<file path="src/rtl/hsv_rgb_led_pwm_duty_unit_defines.svh">
// Assertion macros shared by the HSV/RGB LED duty unit.
`ifndef HSV_RGB_LED_PWM_DUTY_UNIT_DEFINES_SVH
`define HSV_RGB_LED_PWM_DUTY_UNIT_DEFINES_SVH

// Same-cycle implication, disabled during reset.
`define HRPD_ASSERT_NOW(label, clk, rst, ante, cons, msg) \
   label: assert property (@(posedge clk) disable iff (rst) (ante) |-> (cons)) \
      else $error(msg);

// Next-cycle implication, disabled during reset.
`define HRPD_ASSERT_NEXT(label, clk, rst, ante, cons, msg) \
   label: assert property (@(posedge clk) disable iff (rst) (ante) |=> (cons)) \
      else $error(msg);

`endif

</file>
<file path="src/rtl/hrpd_pkg.sv">
// Package: shared types, constants and register map of the LED duty unit.
`default_nettype none

package hrpd_pkg;

   localparam int FRAC_BITS_DEF = 12;

   localparam int BYTE_W  = 8;
   localparam int TOP_W   = 15;
   localparam int GAIN_W  = 11;
   localparam int DUTY_W  = 15;
   localparam int BG_W    = 18;
   localparam int Y_W     = 23;
   localparam int ADDR_W  = 4;
   localparam int DATA_W  = 32;

   localparam logic [GAIN_W-1:0] GAIN_ONE = 11'd1024;
   localparam logic [12:0]       Q12_ONE  = 13'd4096;

   // floor(y / 255) == (y * RECIP_255) >> RECIP_SHIFT for y < 2**23
   localparam logic [23:0] RECIP_255   = 24'd8421505;
   localparam int          RECIP_SHIFT = 31;
   localparam int          RECIP_W     = Y_W + 24;

   localparam logic [TOP_W-1:0]  PWM_TOP_RST    = 15'd10000;
   localparam logic [GAIN_W-1:0] GAIN_RED_RST   = 11'd512;
   localparam logic [GAIN_W-1:0] GAIN_GREEN_RST = 11'd922;
   localparam logic [GAIN_W-1:0] GAIN_BLUE_RST  = 11'd1024;

   typedef enum logic [1:0] {
      REG_PWM_TOP    = 2'd0,
      REG_GAIN_RED   = 2'd1,
      REG_GAIN_GREEN = 2'd2,
      REG_GAIN_BLUE  = 2'd3
   } reg_index_type;

   typedef enum logic [2:0] {
      SEC_R_TO_Y = 3'd0,
      SEC_Y_TO_G = 3'd1,
      SEC_G_TO_C = 3'd2,
      SEC_C_TO_B = 3'd3,
      SEC_B_TO_M = 3'd4,
      SEC_M_TO_R = 3'd5
   } sector_type;

   typedef struct packed {
      logic [TOP_W-1:0]  pwm_top;
      logic [GAIN_W-1:0] gain_red;
      logic [GAIN_W-1:0] gain_green;
      logic [GAIN_W-1:0] gain_blue;
   } cfg_type;

   typedef struct packed {
      logic              valid;
      logic [BYTE_W-1:0] red;
      logic [BYTE_W-1:0] green;
      logic [BYTE_W-1:0] blue;
   } pixel_type;

endpackage

`default_nettype wire

</file>
<file path="src/rtl/hrpd_duty_scale.sv">
// Duty scaler: byte times gain, times reload, divided by 255*1024.
`default_nettype none

module hrpd_duty_scale
   import hrpd_pkg::*;
(
   input  wire logic              clock,
   input  wire logic              reset,
   input  wire logic              adv,
   input  wire pixel_type         pixel,
   input  wire cfg_type           cfg,
   output logic                   out_valid,
   output logic [DUTY_W-1:0]      duty_red,
   output logic [DUTY_W-1:0]      duty_green,
   output logic [DUTY_W-1:0]      duty_blue
);

   logic [BYTE_W-1:0] byte_a [3];
   logic [GAIN_W-1:0] gain_a [3];
   logic              v4_ff, v5_ff, v6_ff;
   logic [BG_W-1:0]   bg_ff   [3];
   logic [Y_W-1:0]    y_ff    [3];
   logic [DUTY_W-1:0] duty_ff [3];

   always_comb begin
      byte_a[0] = pixel.red;
      byte_a[1] = pixel.green;
      byte_a[2] = pixel.blue;
      gain_a[0] = (cfg.gain_red   > GAIN_ONE) ? GAIN_ONE : cfg.gain_red;
      gain_a[1] = (cfg.gain_green > GAIN_ONE) ? GAIN_ONE : cfg.gain_green;
      gain_a[2] = (cfg.gain_blue  > GAIN_ONE) ? GAIN_ONE : cfg.gain_blue;
   end

   always_ff @(posedge clock) begin
      if (reset) begin
         v4_ff <= 1'b0;
         v5_ff <= 1'b0;
         v6_ff <= 1'b0;
      end else if (adv) begin
         v4_ff <= pixel.valid;
         v5_ff <= v4_ff;
         v6_ff <= v5_ff;
      end
   end

   for (genvar i = 0; i < 3; i++) begin : g_lane
      logic [BG_W+TOP_W-1:0] x_in;
      logic [RECIP_W-1:0]    q_in;

      always_comb begin
         x_in = (BG_W+TOP_W)'(bg_ff[i]) * (BG_W+TOP_W)'(cfg.pwm_top);
         q_in = RECIP_W'(y_ff[i]) * RECIP_W'(RECIP_255);
      end

      always_ff @(posedge clock) begin
         if (adv) begin
            bg_ff[i]   <= BG_W'(byte_a[i]) * BG_W'(gain_a[i]);
            y_ff[i]    <= x_in[Y_W+9:10];
            duty_ff[i] <= q_in[RECIP_SHIFT+DUTY_W-1:RECIP_SHIFT];
         end
      end
   end

   assign out_valid  = v6_ff;
   assign duty_red   = duty_ff[0];
   assign duty_green = duty_ff[1];
   assign duty_blue  = duty_ff[2];

endmodule

`default_nettype wire

</file>
<file path="config.mk">
export PLATFORM = sky130hd
export DESIGN_NAME = hrpd_duty_scale
export DESIGN_NICKNAME = d
export VERILOG_FILES = /design/src/rtl/hsv_rgb_led_pwm_duty_unit_defines.svh /design/src/rtl/hrpd_pkg.sv /design/src/rtl/hrpd_duty_scale.sv
export SDC_FILE = /design/constraint.sdc
export NUM_CORES = 2
export LEC_CHECK = 0
export ABC_AREA = 0
export ABC_CLOCK_PERIOD_IN_PS = 7850
export BUFFER_PORTS_ARGS = -buffer_cell sky130_fd_sc_hd__buf_2
export CAP_MARGIN = 20
export CORE_MARGIN = 2
export CORE_UTILIZATION = 40
export DETAILED_ROUTE_END_ITERATION = 8
export SETUP_SLACK_MARGIN = 0.5
export SYNTH_ARGS = -nofsm -noshare
export SYNTH_HDL_FRONTEND = slang
export SYNTH_SLANG_ARGS = --single-unit
</file>
<file path="constraint.sdc">
create_clock -name clock -period 7.85 [get_ports clock]
set_input_delay 0.785 -clock clock [delete_from_list [all_inputs] [get_ports clock]]
set_output_delay 0.785 -clock clock [all_outputs]
set_load 0.01 [all_outputs]
</file>
==> impl_metrics.py <==
metrics = {
    "setup_path": {
        "crit_path_end_kind": "flip-flop",
        "start_kind": "flip-flop",
        "critPathArrivalTime_ns": 7.16,
        "critPathRequiredTime_ns": 8.11,
        "crit_type": "reg2reg",
        "cp_max_fo": 15,
        "r2r_cells": 21,
    },
    "timing": {
        "fin_tns_setup_ns": 0,
        "slew_viol_final": 0,
        "fin_crit_sh_pct": 87.95,
        "clock.fmax_ghz": 0.1448,
        "layout_min_cycle_time_ns": 6.904,
        "final-setup-viol-count": 0,
        "hold_ws_ns": 0.4586,
        "fin_skew_ns": 0.01634,
        "rsz0062_at_grt": "false",
        "hold_viol_final": 0,
        "worstMarginPinSlew_ns": 0.9121,
        "slew-limit-headroom_pct": 39.19,
    },
    "global_routing": {
        "grt_overflow": 0,
        "grt_usage_pct": 19.11,
        "grt_pass1_wl_microns": 182600,
        "grt_pass1_vias": 34610,
        "grt_max_degree": 70,
        "antenna_found_initial": 13,
    },
    "route": {
        "drt_iter0_markers": 1838,
        "vias": 32600,
        "avgRoutedWirePerCell_microns": 16.96,
        "postRouteAntennaNets": 0,
        "dr.pass1.iters": 5,
        "drt-total-wl_microns": 110200,
        "drcViolationCount": 0,
        "via_per_inst": 5.017,
    },
    "clock_network": {
        "path_clk_slew_ns": 0.08,
        "hold_buffers": 0,
        "clock_sinks": 171,
        "clockBufferDepth": 2,
        "cts_max_level": 4,
        "clockRootBuffer": "clkbuf_16",
        "tritoncts": "yes",
        "numCtsBuffers": 17,
        "post_cts_buffers": 0,
        "post_cts_resized": 0,
        "clkLatencyLatePin_ns": 0.52,
    },
    "synth": {
        "ys_warn_count": 0,
        "ys.flop_type": "edfxtp_1",
        "avgSynthCellArea_sq_um": 9.459,
        "yosys-top-cells-area": "fa_1 (35%), ha_1 (20%), edfxtp_1 (11%)",
        "synth_area_sq_um": 46950,
        "yosysTopAreaCell": "fa_1",
        "yosys_register_bits": 171,
        "yosysSeqAreaShare_pct": 10.87,
        "syn_nets": 6620,
        "synth_cell_types": 70,
        "async_flop_share_pct": 0,
        "syn-instance-count": 4963,
        "synth_top_area_share_pct": 34.92,
        "synth_edf_count": 168,
    },
    "die": {
        "start_util_pct": 40.35,
        "dieArea_sq_um": 120100,
        "die_y_microns": 346.6,
        "io_pins": 122,
        "die_x_microns": 346.6,
        "core_sq_um": 116400,
        "num_rows": 125,
    },
    "placed_design": {
        "placed_cells": 6464,
        "io_buffers": 121,
        "gp_congestion": 0.8714,
        "dpl.hpwl_microns": 90860,
    },
    "run_status": {
        "outcome": "finished, final reports clean",
    },
    "min_path": {
        "whs_path_depth": 2,
        "hold_class": "in2reg",
    },
    "final_layout": {
        "area_growth_pct": 5.895,
        "final_nets": 6616,
        "layout.cells.non_filler": 6498,
        "multi_input_area_sq_um": 37150,
        "layout-drive-gt1-share_pct": 4.143,
        "layout.area.seq_sq_um": 5105,
        "fillers": 11360,
    },
    "job": {
        "max_cap_violations": 0,
    },
}
-- cells by family (layout without fill, tap and decap cells) --
| kind of cell | Yosys count | in the layout | share of synthesized area (%) |
|---|---|---|---|
| AO/OA/AOI/OAI | 376 | 376 | 5.429 |
| XOR/XNOR | 139 | 139 | 2.593 |
| adder cells (fa/ha/maj) | 1581 | 1581 | 55.23 |
| buffers and inverters | 1250 | 1259 | 10.00 |
| flip-flops | 171 | 171 | 10.87 |
| multiplexers | 5 | 5 | 0.1066 |
| other | 0 | 2 | 0 |
| AND/OR/NAND/NOR | 1441 | 1441 | 15.76 |
-- through the flow --
stage	util, %	setup WS [ns]	area, sq um
final	42.72	0.9457	49710
after global routing	42.72	0.5860	49710
after CTS	42.72	0.9768	49710
after detailed placement	42.24	0.5468	49150
after global placement	42.24	0.6225	49150
after floorplan	-	1.144	46950
-- registers in the layout (all words and copies together), names as in the netlist --
register	flops
v4_ff	1
bg_ff	54
v5_ff	1
y_ff	69
duty_ff	45
out_valid	1
-- layout make-up --
class                           count  area share, %
Sequential cell                   171          10.27
Tap cell                         1524          3.836
Multi-Input combinational cell   3542          74.72
Clock buffer                       19         0.8708
Timing Repair Buffer              157          1.956
Inverter                         1070          8.079
Clock inverter                     13         0.2617
Antenna cell                        2        0.01007
-- layer usage --
| layer | GRT usage [%] | part of all wire, % | vias to the layer above |
|---|---|---|---|
| met5 | 0 | 0.12 | - |
| met4 | 4.357 | 2.0 | 20 |
| met3 | 4.131 | 6.9 | 115 |
| met2 | 30.52 | 45 | 771 |
| met1 | 26.52 | 46 | 16360 |
| li1 | - | - | 15340 |
-- synth_stat cells (all sizes together) (39+ instances only) --
cell	number
edfxtp	168
clkbuf	177
o21ai	74
fa	819
and2	608
a21oi	96
nor2b	54
ha	762
a21o	61
inv	1070
xnor2	100
xor2	39
nor2	101
nand2	531
-- critical path, cell delays in order (launching register included) --
cell,delay (ns)
edfxtp_1,0.73
and2_1,0.33
fa_1,0.53
inv_1,0.05
fa_1,0.48
inv_1,0.05
fa_1,0.50
fa_1,0.46
fa_1,0.51
inv_1,0.05
fa_1,0.47
inv_1,0.04
ha_1,0.33
a21o_1,0.19
a31oi_1,0.20
and3_1,0.18
o211ai_1,0.19
a311oi_1,0.48
o21bai_1,0.21
a21boi_0,0.37
o21ba_2,0.21
a211oi_1,0.08
-- layout by cell type (no fill, tap or decap), drive strengths merged, types with 96 or more instances in the layout --
master  count
inv      1077
fa        819
ha        762
and2      608
nand2     531
edfxtp    168
buf       156
nor2      101
xnor2     100
a21oi      96
-- worst paths after layout --
check                              endpoint        start  slack [ns]
worst min register to register        v5_ff        v5_ff        0.50
worst max-delay path            y_ff[0][19]  bg_ff[0][9]        0.95
worst max register to register  y_ff[0][19]  bg_ff[0][9]        0.95
worst min-delay path                  v5_ff        reset        0.46
Power is not shown: default switching activity piles up to over one toggle a cycle in this logic, so the estimate is an artifact.
